File: src/sv/wrrt_pkg.sv
package wrrt_pkg;

   // Sequence space, window and time widths.
   localparam int SEQ_SLOTS  = 64;
   localparam int SLOT_W     = $clog2(SEQ_SLOTS);
   localparam int MAX_WINDOW = 16;
   localparam int WIN_W      = 5;
   localparam int TIME_BITS  = 32;
   localparam int RETRY_W    = 5;
   localparam int FUNC_W     = 2;
   localparam int KIND_W     = 3;
   localparam int CSR_IDX_W  = 2;
   localparam int CSR_DATA_W = 32;

   // One memory word per slot: retry count above the next due time.
   localparam int RAM_W = RETRY_W + TIME_BITS;

   localparam logic [TIME_BITS-1:0] TIME_MAX     = '1;
   localparam logic [RETRY_W-1:0]   RETRY_MAX    = '1;
   localparam logic [WIN_W-1:0]     WINDOW_LIMIT = WIN_W'(MAX_WINDOW);

   localparam logic [WIN_W-1:0]     RESET_WINDOW = WIN_W'(4);
   localparam logic [TIME_BITS-1:0] RESET_RTO    = TIME_BITS'(3000000);
   localparam logic [TIME_BITS-1:0] RESET_RTTVAR = TIME_BITS'(750000);

   typedef enum logic [FUNC_W-1:0] {
      FUNC_SUBMIT = 2'd0,
      FUNC_ACK    = 2'd1,
      FUNC_TICK   = 2'd2
   } func_type;

   typedef enum logic [KIND_W-1:0] {
      KIND_ACCEPTED = 3'd0,
      KIND_FULL     = 3'd1,
      KIND_NEW_ACK  = 3'd2,
      KIND_DUP_ACK  = 3'd3,
      KIND_RESEND   = 3'd4,
      KIND_NOTHING  = 3'd5
   } kind_type;

   typedef enum logic [CSR_IDX_W-1:0] {
      CSR_WINDOW_SIZE    = 2'd0,
      CSR_INITIAL_RTO    = 2'd1,
      CSR_INITIAL_RTTVAR = 2'd2
   } csr_index_type;

   // Commands from the controller to the datapath.
   typedef struct packed {
      logic capture;
      logic submit;
      logic ack_dup;
      logic rtt_diff;
      logic rtt_srtt;
      logic rtt_var;
      logic rtt_rto;
      logic walk_step;
      logic ack_done;
      logic scan_read;
      logic scan_eval;
      logic scan_write;
      logic scan_finish;
   } cmd_type;

   // Status from the datapath to the controller.
   typedef struct packed {
      logic ack_dup;
      logic walk_done;
      logic scan_more;
      logic scan_due;
   } status_type;

endpackage

File: src/sv/wrrt_ram.sv
module wrrt_ram #(
   parameter int WIDTH = 8,
   parameter int DEPTH = 16
) (
   input  logic                     clock,
   input  logic                     we,
   input  logic [$clog2(DEPTH)-1:0] waddr,
   input  logic [WIDTH-1:0]         wdata,
   input  logic [$clog2(DEPTH)-1:0] raddr,
   output logic [WIDTH-1:0]         rdata
);

   logic [WIDTH-1:0] mem_ff [DEPTH];
   logic [WIDTH-1:0] rdata_ff;

   always_ff @(posedge clock) begin
      if (we) begin
         mem_ff[waddr] <= wdata;
      end
      rdata_ff <= mem_ff[raddr];
   end

   assign rdata = rdata_ff;

endmodule

File: src/sv/wrrt_ctrl.sv
module wrrt_ctrl (
   input  logic                         clock,
   input  logic                         reset,
   input  logic                         start,
   input  logic [wrrt_pkg::FUNC_W-1:0]  req_func,
   input  wrrt_pkg::status_type         status,
   output wrrt_pkg::cmd_type            cmd,
   output logic                         busy
);

   import wrrt_pkg::*;

   typedef enum logic [3:0] {
      ST_IDLE,
      ST_SUBMIT,
      ST_ACK_CHK,
      ST_RTT_DIFF,
      ST_RTT_SRTT,
      ST_RTT_VAR,
      ST_RTT_RTO,
      ST_WALK,
      ST_SCAN_RD,
      ST_SCAN_EV,
      ST_SCAN_WR
   } state_type;

   state_type state_ff;
   state_type state_in;
   logic      busy_ff;

   always_comb begin
      state_in = state_ff;
      cmd      = '0;
      unique case (state_ff)
         ST_IDLE: begin
            if (start) begin
               cmd.capture = 1'b1;
               case (func_type'(req_func))
                  FUNC_SUBMIT: state_in = ST_SUBMIT;
                  FUNC_ACK:    state_in = ST_ACK_CHK;
                  FUNC_TICK:   state_in = ST_SCAN_RD;
                  default:     state_in = ST_IDLE;
               endcase
            end
         end
         ST_SUBMIT: begin
            cmd.submit = 1'b1;
            state_in   = ST_IDLE;
         end
         ST_ACK_CHK: begin
            if (status.ack_dup) begin
               cmd.ack_dup = 1'b1;
               state_in    = ST_IDLE;
            end else begin
               state_in = ST_RTT_DIFF;
            end
         end
         ST_RTT_DIFF: begin
            cmd.rtt_diff = 1'b1;
            state_in     = ST_RTT_SRTT;
         end
         ST_RTT_SRTT: begin
            cmd.rtt_srtt = 1'b1;
            state_in     = ST_RTT_VAR;
         end
         ST_RTT_VAR: begin
            cmd.rtt_var = 1'b1;
            state_in    = ST_RTT_RTO;
         end
         ST_RTT_RTO: begin
            cmd.rtt_rto = 1'b1;
            state_in    = ST_WALK;
         end
         ST_WALK: begin
            if (status.walk_done) begin
               cmd.ack_done = 1'b1;
               state_in     = ST_IDLE;
            end else begin
               cmd.walk_step = 1'b1;
            end
         end
         ST_SCAN_RD: begin
            if (status.scan_more) begin
               cmd.scan_read = 1'b1;
               state_in      = ST_SCAN_EV;
            end else begin
               cmd.scan_finish = 1'b1;
               state_in        = ST_IDLE;
            end
         end
         ST_SCAN_EV: begin
            cmd.scan_eval = 1'b1;
            state_in      = status.scan_due ? ST_SCAN_WR : ST_SCAN_RD;
         end
         ST_SCAN_WR: begin
            cmd.scan_write = 1'b1;
            state_in       = ST_SCAN_RD;
         end
         default: begin
            state_in = ST_IDLE;
         end
      endcase
   end

   always_ff @(posedge clock) begin
      if (reset) begin
         state_ff <= ST_IDLE;
         busy_ff  <= 1'b0;
      end else begin
         state_ff <= state_in;
         busy_ff  <= (state_in != ST_IDLE);
      end
   end

   assign busy = busy_ff;

endmodule

File: src/sv/wrrt_dp.sv
module wrrt_dp (
   input  logic                             clock,
   input  logic                             reset,
   input  wrrt_pkg::cmd_type                cmd,
   output wrrt_pkg::status_type             status,
   input  logic [wrrt_pkg::SLOT_W-1:0]      req_seq,
   input  logic [wrrt_pkg::TIME_BITS-1:0]   req_echo_time,
   input  logic [wrrt_pkg::TIME_BITS-1:0]   req_now,
   input  logic                             csr_we,
   input  logic [wrrt_pkg::CSR_IDX_W-1:0]   csr_index,
   input  logic [wrrt_pkg::CSR_DATA_W-1:0]  csr_wdata,
   output logic                             rsp_valid,
   output logic [wrrt_pkg::KIND_W-1:0]      rsp_kind,
   output logic [wrrt_pkg::SLOT_W-1:0]      rsp_slot,
   output logic [wrrt_pkg::TIME_BITS-1:0]   rsp_rto,
   output logic                             rsp_last
);

   import wrrt_pkg::*;

   // Window bookkeeping and estimator state.
   logic [SLOT_W-1:0]    head_ff;
   logic [SLOT_W-1:0]    tail_ff;
   logic [SEQ_SLOTS-1:0] acked_ff;
   logic [WIN_W-1:0]     window_ff;
   logic [TIME_BITS-1:0] srtt_ff;
   logic [TIME_BITS-1:0] rttvar_ff;
   logic [TIME_BITS-1:0] rto_ff;

   // Latched request and working registers.
   logic [SLOT_W-1:0]    seq_ff;
   logic [TIME_BITS-1:0] now_ff;
   logic [TIME_BITS-1:0] sample_ff;
   logic [TIME_BITS-1:0] d_ff;
   logic                 srtt_ge_ff;
   logic [TIME_BITS-1:0] e_ff;
   logic                 var_ge_ff;
   logic [SLOT_W-1:0]    scan_idx_ff;
   logic [SLOT_W-1:0]    scan_slot_ff;
   logic [TIME_BITS-1:0] backoff_ff;
   logic [RETRY_W-1:0]   retry_next_ff;
   logic                 pend_valid_ff;
   logic [SLOT_W-1:0]    pend_slot_ff;

   // Result register.
   logic                 rsp_valid_ff;
   kind_type             rsp_kind_ff;
   logic [SLOT_W-1:0]    rsp_slot_ff;
   logic [TIME_BITS-1:0] rsp_rto_ff;
   logic                 rsp_last_ff;

   // Combinational terms.
   logic [SLOT_W-1:0]    outstanding;
   logic [WIN_W-1:0]     win_eff;
   logic [WIN_W-1:0]     win_lim;
   logic                 can_submit;
   logic [SLOT_W-1:0]    ack_off;
   logic [TIME_BITS:0]   srtt_diff;
   logic [TIME_BITS-1:0] d_in;
   logic [TIME_BITS:0]   var_diff;
   logic [TIME_BITS-1:0] e_in;
   logic [TIME_BITS-1:0] srtt_in;
   logic [TIME_BITS-1:0] rttvar_in;
   logic [TIME_BITS:0]   rto_sum;
   logic [TIME_BITS-1:0] rto_in;
   logic [SLOT_W-1:0]    scan_addr;
   logic [RETRY_W-1:0]   retry_rd;
   logic [TIME_BITS-1:0] due_rd;
   logic [TIME_BITS-1:0] backoff_in;
   logic [RETRY_W-1:0]   retry_next_in;
   logic [TIME_BITS:0]   due_sum;
   logic [TIME_BITS-1:0] due_in;
   logic                 ram_we;
   logic [SLOT_W-1:0]    ram_waddr;
   logic [RAM_W-1:0]     ram_wdata;
   logic [RAM_W-1:0]     ram_rdata;

   assign outstanding = tail_ff - head_ff;
   assign win_eff     = (window_ff > WINDOW_LIMIT) ? WINDOW_LIMIT : window_ff;
   assign win_lim     = (win_eff == '0) ? '0 : win_eff - WIN_W'(1);
   assign can_submit  = ({1'b0, outstanding} < {{(SLOT_W + 1 - WIN_W){1'b0}}, win_lim});
   assign ack_off     = seq_ff - head_ff;

   // Round-trip estimator, one add or subtract level per step.
   assign srtt_diff = {1'b0, sample_ff} - {1'b0, srtt_ff};
   assign d_in      = srtt_diff[TIME_BITS] ? (srtt_ff - sample_ff) : srtt_diff[TIME_BITS-1:0];
   assign srtt_in   = srtt_ge_ff ? (srtt_ff + (d_ff >> 3)) : (srtt_ff - (d_ff >> 3));
   assign var_diff  = {1'b0, d_ff} - {1'b0, rttvar_ff};
   assign e_in      = var_diff[TIME_BITS] ? (rttvar_ff - d_ff) : var_diff[TIME_BITS-1:0];
   assign rttvar_in = var_ge_ff ? (rttvar_ff + (e_ff >> 2)) : (rttvar_ff - (e_ff >> 2));
   assign rto_sum   = {1'b0, srtt_ff} + {1'b0, rttvar_ff << 2};
   assign rto_in    = ((rttvar_ff > (TIME_MAX >> 2)) || rto_sum[TIME_BITS]) ?
                      TIME_MAX : rto_sum[TIME_BITS-1:0];

   // Timer scan.
   assign scan_addr     = head_ff + scan_idx_ff;
   assign retry_rd      = ram_rdata[RAM_W-1 -: RETRY_W];
   assign due_rd        = ram_rdata[TIME_BITS-1:0];
   assign backoff_in    = (rto_ff > (TIME_MAX >> retry_rd)) ? TIME_MAX : (rto_ff << retry_rd);
   assign retry_next_in = (retry_rd == RETRY_MAX) ? RETRY_MAX : retry_rd + RETRY_W'(1);
   assign due_sum       = {1'b0, now_ff} + {1'b0, backoff_ff};
   assign due_in        = due_sum[TIME_BITS] ? TIME_MAX : due_sum[TIME_BITS-1:0];

   assign ram_we    = (cmd.submit && can_submit) || cmd.scan_write;
   assign ram_waddr = cmd.submit ? tail_ff : scan_slot_ff;
   assign ram_wdata = cmd.submit ? '0 : {retry_next_ff, due_in};

   wrrt_ram #(
      .WIDTH (RAM_W),
      .DEPTH (SEQ_SLOTS)
   ) u_timer_ram (
      .clock (clock),
      .we    (ram_we),
      .waddr (ram_waddr),
      .wdata (ram_wdata),
      .raddr (scan_addr),
      .rdata (ram_rdata)
   );

   assign status.ack_dup   = (ack_off >= outstanding) || acked_ff[seq_ff];
   assign status.walk_done = (head_ff == tail_ff) || !acked_ff[head_ff];
   assign status.scan_more = (scan_idx_ff < outstanding);
   assign status.scan_due  = !acked_ff[scan_slot_ff] && (now_ff > due_rd);

   // Control state and estimator registers with reset values.
   always_ff @(posedge clock) begin
      if (reset) begin
         head_ff       <= '0;
         tail_ff       <= '0;
         acked_ff      <= '0;
         window_ff     <= RESET_WINDOW;
         srtt_ff       <= '0;
         rttvar_ff     <= RESET_RTTVAR;
         rto_ff        <= RESET_RTO;
         scan_idx_ff   <= '0;
         pend_valid_ff <= 1'b0;
         rsp_valid_ff  <= 1'b0;
      end else begin
         rsp_valid_ff <= 1'b0;
         if (cmd.capture) begin
            scan_idx_ff   <= '0;
            pend_valid_ff <= 1'b0;
         end
         if (cmd.submit) begin
            rsp_valid_ff <= 1'b1;
            if (can_submit) begin
               acked_ff[tail_ff] <= 1'b0;
               tail_ff           <= tail_ff + SLOT_W'(1);
            end
         end
         if (cmd.ack_dup || cmd.ack_done || cmd.scan_finish) begin
            rsp_valid_ff <= 1'b1;
         end
         if (cmd.rtt_diff) begin
            acked_ff[seq_ff] <= 1'b1;
         end
         if (cmd.rtt_srtt) begin
            srtt_ff <= srtt_in;
         end
         if (cmd.rtt_var) begin
            rttvar_ff <= rttvar_in;
         end
         if (cmd.rtt_rto) begin
            rto_ff <= rto_in;
         end
         if (cmd.walk_step) begin
            head_ff <= head_ff + SLOT_W'(1);
         end
         if ((cmd.scan_eval && !status.scan_due) || cmd.scan_write) begin
            scan_idx_ff <= scan_idx_ff + SLOT_W'(1);
         end
         if (cmd.scan_write) begin
            // The previous due slot goes out now; this one waits to learn
            // whether it is the last of the tick.
            rsp_valid_ff  <= pend_valid_ff;
            pend_valid_ff <= 1'b1;
         end
         if (csr_we) begin
            unique case (csr_index_type'(csr_index))
               CSR_WINDOW_SIZE:    window_ff <= csr_wdata[WIN_W-1:0];
               CSR_INITIAL_RTO:    rto_ff    <= csr_wdata[TIME_BITS-1:0];
               CSR_INITIAL_RTTVAR: rttvar_ff <= csr_wdata[TIME_BITS-1:0];
               default: begin
               end
            endcase
         end
      end
   end

   // Payload registers.
   always_ff @(posedge clock) begin
      if (cmd.capture) begin
         seq_ff    <= req_seq;
         now_ff    <= req_now;
         sample_ff <= req_now - req_echo_time;
      end
      if (cmd.rtt_diff) begin
         d_ff       <= d_in;
         srtt_ge_ff <= !srtt_diff[TIME_BITS];
      end
      if (cmd.rtt_srtt) begin
         e_ff      <= e_in;
         var_ge_ff <= !var_diff[TIME_BITS];
      end
      if (cmd.scan_read) begin
         scan_slot_ff <= scan_addr;
      end
      if (cmd.scan_eval) begin
         backoff_ff    <= backoff_in;
         retry_next_ff <= retry_next_in;
      end
      if (cmd.scan_write) begin
         pend_slot_ff <= scan_slot_ff;
      end

      rsp_rto_ff <= rto_ff;
      if (cmd.submit) begin
         rsp_kind_ff <= can_submit ? KIND_ACCEPTED : KIND_FULL;
         rsp_slot_ff <= tail_ff;
         rsp_last_ff <= 1'b1;
      end else if (cmd.ack_dup) begin
         rsp_kind_ff <= KIND_DUP_ACK;
         rsp_slot_ff <= seq_ff;
         rsp_last_ff <= 1'b1;
      end else if (cmd.ack_done) begin
         rsp_kind_ff <= KIND_NEW_ACK;
         rsp_slot_ff <= seq_ff;
         rsp_last_ff <= 1'b1;
      end else if (cmd.scan_write) begin
         rsp_kind_ff <= KIND_RESEND;
         rsp_slot_ff <= pend_slot_ff;
         rsp_last_ff <= 1'b0;
      end else if (cmd.scan_finish) begin
         rsp_kind_ff <= pend_valid_ff ? KIND_RESEND : KIND_NOTHING;
         rsp_slot_ff <= pend_valid_ff ? pend_slot_ff : '0;
         rsp_last_ff <= 1'b1;
      end
   end

   assign rsp_valid = rsp_valid_ff;
   assign rsp_kind  = rsp_kind_ff;
   assign rsp_slot  = rsp_slot_ff;
   assign rsp_rto   = rsp_rto_ff;
   assign rsp_last  = rsp_last_ff;

endmodule

File: src/sv/window_retransmit_rto_tracker.sv
// Sender-side window and retransmission timer bookkeeping.
// A request is taken at a rising edge with start high and busy low; req_func
// selects submit, acknowledgement or timer tick, and func code 3 is dropped
// without any response. Responses appear on the rsp_ ports for one cycle each,
// flagged by rsp_valid, with rsp_last on the final response of a request.
// The receiver cannot stall: every response is taken in the cycle it shows.
// A submit answers from ST_SUBMIT. A duplicate or out-of-window acknowledgement
// answers from ST_ACK_CHK; a new one runs ST_RTT_DIFF, ST_RTT_SRTT, ST_RTT_VAR
// and ST_RTT_RTO, then ST_WALK moves the window head past each acknowledged
// slot. A tick reads and evaluates each outstanding slot, writes back each due
// one, and then closes; its last response follows that. The sequencer steps
// through the per-slot timer memory with at most one request in flight, and
// busy falls in the cycle the last response of a request is shown.
// The csr_ port writes window size, initial timeout and initial variance,
// and is meant to be used only while busy is low.
// Synchronous reset empties the window, clears all ack marks and loads the
// default window of four, timeout and variance; no clearing pass is needed.
module window_retransmit_rto_tracker (
   input  logic                             clock,
   input  logic                             reset,
   input  logic                             start,
   output logic                             busy,
   input  logic [wrrt_pkg::FUNC_W-1:0]      req_func,
   input  logic [wrrt_pkg::SLOT_W-1:0]      req_seq,
   input  logic [wrrt_pkg::TIME_BITS-1:0]   req_echo_time,
   input  logic [wrrt_pkg::TIME_BITS-1:0]   req_now,
   output logic                             rsp_valid,
   output logic [wrrt_pkg::KIND_W-1:0]      rsp_kind,
   output logic [wrrt_pkg::SLOT_W-1:0]      rsp_slot,
   output logic [wrrt_pkg::TIME_BITS-1:0]   rsp_rto,
   output logic                             rsp_last,
   input  logic                             csr_we,
   input  logic [wrrt_pkg::CSR_IDX_W-1:0]   csr_index,
   input  logic [wrrt_pkg::CSR_DATA_W-1:0]  csr_wdata
);

   import wrrt_pkg::*;

   // The controller sequences each request; the datapath holds the window,
   // the estimator and the per-slot timer memory.
   cmd_type    cmd;
   status_type status;

   wrrt_ctrl u_ctrl (
      .clock    (clock),
      .reset    (reset),
      .start    (start),
      .req_func (req_func),
      .status   (status),
      .cmd      (cmd),
      .busy     (busy)
   );

   wrrt_dp u_dp (
      .clock         (clock),
      .reset         (reset),
      .cmd           (cmd),
      .status        (status),
      .req_seq       (req_seq),
      .req_echo_time (req_echo_time),
      .req_now       (req_now),
      .csr_we        (csr_we),
      .csr_index     (csr_index),
      .csr_wdata     (csr_wdata),
      .rsp_valid     (rsp_valid),
      .rsp_kind      (rsp_kind),
      .rsp_slot      (rsp_slot),
      .rsp_rto       (rsp_rto),
      .rsp_last      (rsp_last)
   );

endmodule
File: config.mk
export PLATFORM = sky130hd
export DESIGN_NAME = window_retransmit_rto_tracker
export DESIGN_NICKNAME = d
export VERILOG_FILES = /design/src/sv/wrrt_pkg.sv /design/src/sv/wrrt_ram.sv /design/src/sv/wrrt_ctrl.sv /design/src/sv/wrrt_dp.sv /design/src/sv/window_retransmit_rto_tracker.sv
export SDC_FILE = /design/constraint.sdc
export NUM_CORES = 2
export LEC_CHECK = 0
export BUFFER_PORTS_ARGS = -buffer_cell sky130_fd_sc_hd__buf_2
export CAP_MARGIN = 20
export CORE_ASPECT_RATIO = 0.9
export CORE_MARGIN = 1
export CORE_UTILIZATION = 52
export DETAILED_ROUTE_END_ITERATION = 8
export HOLD_SLACK_MARGIN = 0.12
export PLACE_DENSITY = 0.7
export SYNTH_ARGS = -nofsm -noshare
export SYNTH_HDL_FRONTEND = slang
export SYNTH_HIERARCHICAL = 1
export SYNTH_SLANG_ARGS = --single-unit
File: constraint.sdc
create_clock -name clock -period 6.4 [get_ports clock]
set_input_delay 0.96 -clock clock [delete_from_list [all_inputs] [get_ports clock]]
set_output_delay 0.96 -clock clock [all_outputs]
set_load 0.005 [all_outputs]
# == Word level (Yosys, flattened, before mapping) ==
# Memory sizes are Yosys's and may differ from the RTL's. A register that Yosys moved wholly into a read port is not among the register bits.
# Index checks and enable logic that the tools add are counted.
# totals
word_cells,189
reg_bits,417
memories,1
ramBits,2368
# classes
shift,2
mux,79
bitwise_logic,3
n_addsub,19
n_eq_ne,16
n_reduce_logical,29
order_cmp,13
# memory_table
memory,words,width,read_ports,rd_clocked_by_memory_dff,write_ports,line,rtl
u_dp.u_timer_ram.mem_ff,64,37,1,1,1,wrrt_ram.sv:13,logic [WIDTH-1:0] mem_ff [DEPTH];
# op_table
cell,n
$mux 32,12
$mux 64,4
$sub 32x32->32,3
$add 32x32->33,2
$sub 32x32->33,2
$and 64x64->64,1
$gt 32x32->1,2
$not 64->64,1
$or 64x64->64,1
$mux 6,9
$pmux 4 s10,1
$mux 37,1
$mux 1,33
$add 32x29->32,1
$add 32x30->32,1
$gt 32x30->1 const B,1
$shl 32x5->32,1
$shr 32x5->32 const A,1
$sub 32x29->32,1
$sub 32x30->32,1
$lt 6x7->1 const B,4
$add 6x1->6 const B,3
$bmux 1 s6,3
$eq 4x3->1 const B,4
33 further kinds,68

# == Longest topological paths before layout ==
# logic_depth
depth_word,11
mapped_depth,22

# == Hierarchy ==
# Netlist, hierarchy kept.
# by_module_without_submodules
module,cells_each,instances,area_each_um2
wrrt_ram,3922,1,90465.5
wrrt_dp,3989,1,34785.9
wrrt_ctrl,57,1,455.4

# == Least setup slack after synthesis ==
# OpenSTA, ideal clock, no wires.
# synth_timing
path_type,reg-to-reg
start,register u_dp.head_ff[1]
end,memory u_dp/u_timer_ram/mem_ff[48][0] (netlist bit) (enable)
arrival_ns,5.902
period_less_slack_ns,6.379
required_ns,5.923
path_slack_ns,0.021
path_buffers,2
path_stages_with_launch,15
setup_ns,0.477
cell_sequence,dfxtp_1 clkbuf_1 clkbuf_1 inv_1 fa_1 ha_1 a21boi_0 o21a_1 o21a_1 o21ai_0 nand4b_1 nand2b_1 nor2b_1 nand4b_1 nor3_1
# synth_between
elab_chain_len,6
# synth_lines
element,line,rtl
from (decl),wrrt_dp.sv:22,logic [SLOT_W-1:0] head_ff;
from (signal assigned),wrrt_dp.sv:167,head_ff <= head_ff + SLOT_W'(1);
$sub 6x6->6,wrrt_dp.sv:78,assign outstanding = tail_ff - head_ff;
$lt 6x5->1,wrrt_dp.sv:81,"assign can_submit = ({1'b0, outstanding} < {{(SLOT_W + 1 - WIN_W){1'b0}}, win_lim});"
$logic_and 1x1->1,wrrt_dp.sv:104,assign ram_we = (cmd.submit && can_submit) || cmd.scan_write;
$logic_or 1x1->1,wrrt_dp.sv:104,
named net u_dp.ram_we,wrrt_dp.sv:73,logic ram_we;
$mux 1,wrrt_ram.sv:17,if (we) begin
$mux 1 (implied by the code),wrrt_ram.sv:18,mem_ff[waddr] <= wdata;
to (decl),wrrt_ram.sv:13,
# The timed path passes the listed nets, and every way through them passes these cells.

# == Final worst setup path ==
# layout_timing
start,register u_dp.tail_ff[0]
end,memory u_dp/u_timer_ram/mem_ff[12][5] (netlist bit) (enable)
# layout_between
elab_chain_len,6
elab_cells_between_ends,7
classes_between,add/sub: 1; order compare: 1; mux: 3; reduce/logical: 2
# layout_lines
element,line,rtl
from (decl),wrrt_dp.sv:23,logic [SLOT_W-1:0] tail_ff;
from (signal assigned),wrrt_dp.sv:148,tail_ff <= tail_ff + SLOT_W'(1);
$sub 6x6->6,wrrt_dp.sv:78,
$lt 6x5->1,wrrt_dp.sv:81,
$logic_and 1x1->1,wrrt_dp.sv:104,
$logic_or 1x1->1,wrrt_dp.sv:104,
named net u_dp.ram_we,wrrt_dp.sv:73,
$mux 1,wrrt_ram.sv:17,
$mux 1 (implied by the code),wrrt_ram.sv:18,
# The timed path passes the listed nets, and every way through them passes these cells.

==> load_flow_metrics.sql <==
INSERT INTO impl_metrics (metric_group, metric, value, unit) VALUES
('worst_setup_path', 'data_required_critical_path', '6.86', 'ns'),
('floorplan', 'core_region_area', '239000', 'sq um'),
('logic_synthesis', 'synth_seq_cells', '2820', ''),
('clock_network', 'cts-resized-gates', '0', ''),
('power', 'power_frac_comb', '0.064', ''),
('worst_setup_path', 'worst_path_dominant_cell_family', 'simple AND/OR/NAND/NOR gates', ''),
('floorplan', 'initial_utilization', '0.525', ''),
('sta', 'final.setup.tns', '0', 'ns'),
('worst_setup_path', 'critical_path.startpoint', 'u_dp/tail_ff[0]', ''),
('global_routing', 'initial_antenna_violation_count', '18', ''),
('clock_network', 'ctsHtreeMaxLevel', '5', ''),
('power', 'static-leakage-power', '46.8', 'nW'),
('clock_network', 'clkTransAtPathRegs', '0.06', 'ns'),
('floorplan', 'dieHeight', '468', 'um'),
('power', 'power_frac_seq', '0.523', ''),
('clock_network', 'insertion_delay', '0.87', 'ns'),
('worst_setup_path', 'timing.critical_path.from_type', 'flip-flop', ''),
('clock_network', 'postCtsSetupBuffers', '0', ''),
('logic_synthesis', 'synthesis.yosys.warnings', '6', ''),
('logic_synthesis', 'synth_enable_flop_cells', '2560', ''),
('routing', 'drt_first_iter_violations', '9346', ''),
('clock_network', 'cts_tree', 'built', ''),
('sta', 'fmaxAchievable', '187', 'MHz'),
('logic_synthesis', 'syn_area', '126000', 'sq um'),
('floorplan', 'fp-row-count', '170', ''),
('power', 'power_density', '283', 'nW/um^2'),
('sta', 'fin_crit', '5.36', 'ns'),
('worst_setup_path', 'cpMaxStageDelayCell', 'buf_4', ''),
('layout', 'post_route_cells_drive_above_1_share', '0.192', ''),
('logic_synthesis', 'synth_async_sr_flop_share', '0', ''),
('power', 'power_share_of_the_clock_group', '0.413', ''),
('routing', 'detail_route.drc_violations', '0', ''),
('logic_synthesis', 'mappedNetlistNets', '8476', ''),
('worst_setup_path', 'path_depth', '15', ''),
('power', 'switching_share', '0.224', ''),
('placement', 'placedInstanceArea', '132000', 'sq um'),
('worst_setup_path', 'crit_path_end_kind', 'flip-flop', ''),
('clock_network', 'cts-root-to-sink-buffers', '4', ''),
('worst_setup_path', 'crit_arrival', '5.82', 'ns'),
('global_routing', 'grt_first_pass_wirelength', '505000', 'um'),
('worst_setup_path', 'cp_num_buf_inv', '3', ''),
('floorplan', 'die_area', '244000', 'sq um'),
('power', 'power.net_switching', '8.97', 'mW'),
('global_routing', 'grt_pass1_vias', '74800', ''),
('sta', 'setup_viol', '0', ''),
('routing', 'dr_total_vias', '76000', ''),
('sta', 'holdWs', '0.325', 'ns'),
('worst_hold_path', 'timing.hold.worst.class', 'in2reg', ''),
('clock_network', 'clockRootBuffer', 'clkbuf_16', ''),
('sta', 'tightest_slew', '1.21', 'ns'),
('routing', 'vias_per_cell', '6.52', ''),
('placement', 'hpwl', '225000', 'um'),
('outcome', 'run_status', 'finished clean', ''),
('worst_hold_path', 'worstHoldStart', 'req_now[0]', ''),
('floorplan', 'chipWidth', '520', 'um'),
('layout', 'layout.filler_cells', '17700', ''),
('logic_synthesis', 'synth-seq-area-share', '0.653', ''),
('routing', 'dr.pass1.iters', '8', ''),
('routing', 'routed_wire_length', '345000', 'um'),
('placement', 'port_buffer_cells', '153', ''),
('clock_network', 'cts_hold_repair.buffers', '0', ''),
('layout', 'multi_input_comb_area', '41500', 'sq um'),
('layout', 'syn2layout_area_growth', '12.2', '%'),
('layout', 'layout_commonest_cell', 'edfxtp_1', ''),
('global_routing', 'gr-usage-all-layers', '0.281', ''),
('power', 'intPower', '31.0', 'mW'),
('logic_synthesis', 'synthCells', '7968', ''),
('placement', 'gp_congestion', '0.924', ''),
('flow_run', 'max_cap_viol_count', '0', ''),
('sta', 'grt_setup_unrepaired', 'false', ''),
('sta', 'hold_violations', '0', '');
## final timing paths
kind                                     to
max          u_dp/u_timer_ram/mem_ff[12][5]
max reg2reg  u_dp/u_timer_ram/mem_ff[12][5]
min reg2reg                u_dp/rsp_rto[28]
min                          u_dp/now_ff[0]
## power groups by stage
stage          sequential (mW)  combinational [mW]  clock (mW)
2_1_floorplan             21.3                1.52           0
3_3_place_gp              21.3                2.43           0
3_5_place_dp              21.3                2.52           0
4_1_cts                   20.9                2.53        16.7
5_1_grt                   20.9                2.76        17.4
6_report                  20.9                2.56        16.5
## synthesized netlist by cell type, types with 116 or more instances
cell / number / area share
a21o_1: 161 / 0.0096
a21oi_1: 382 / 0.015
clkbuf_1: 251 / 0.0075
dfxtp_1: 260 / 0.041
edfxtp_1: 2560 / 0.61
ha_1: 388 / 0.039
inv_1: 306 / 0.0091
mux2i_1: 178 / 0.014
mux4_2: 612 / 0.11
nand2_1: 321 / 0.0096
nand3_1: 116 / 0.0046
nor2_1: 363 / 0.011
o21ai_0: 273 / 0.011
o22ai_1: 145 / 0.0072
xnor2_1: 179 / 0.012
## metal layers
metal	vias up	track usage	part of all wire
li1	32300	-	-
met1	39000	0.389	0.40
met2	3966	0.448	0.47
met3	686	0.0551	0.096
met4	16	0.0954	0.035
met5	-	0	0.00028
## cell type report
class | instances | share of cell area
Clock buffer | 349 | 0.0539
Antenna cell | 4 | 0.0000710
Timing Repair Buffer | 402 | 0.0225
Sequential cell | 2820 | 0.582
Multi-Input combinational cell | 4428 | 0.294
Tap cell | 3182 | 0.0282
Clock inverter | 156 | 0.0106
Inverter | 310 | 0.00830
## kinds of logic after synthesis
group	count (synthesis)	share of synthesized area
and+or+nand+nor	1301	0.0503
xor gates and xnor gates	273	0.0190
adders and majority gates	398	0.0402
DFF	2820	0.653
muxes	820	0.127
buffers and inverters	720	0.0246
AOI/OAI and AO/OA	1636	0.0856
## per-stage QoR
| stage | setup slack [ns] | util | std cells |
|---|---|---|---|
| global placement | 1.24 | 0.551 | 11100 |
| floorplan | 0.0208 | - | 7968 |
| detailed placement | 1.18 | 0.551 | 11100 |
| global route | 0.556 | 0.589 | 11600 |
| finish | 1.04 | 0.589 | 11700 |
| CTS | 1.18 | 0.589 | 11600 |
Power figures use the tool's default switching activity.
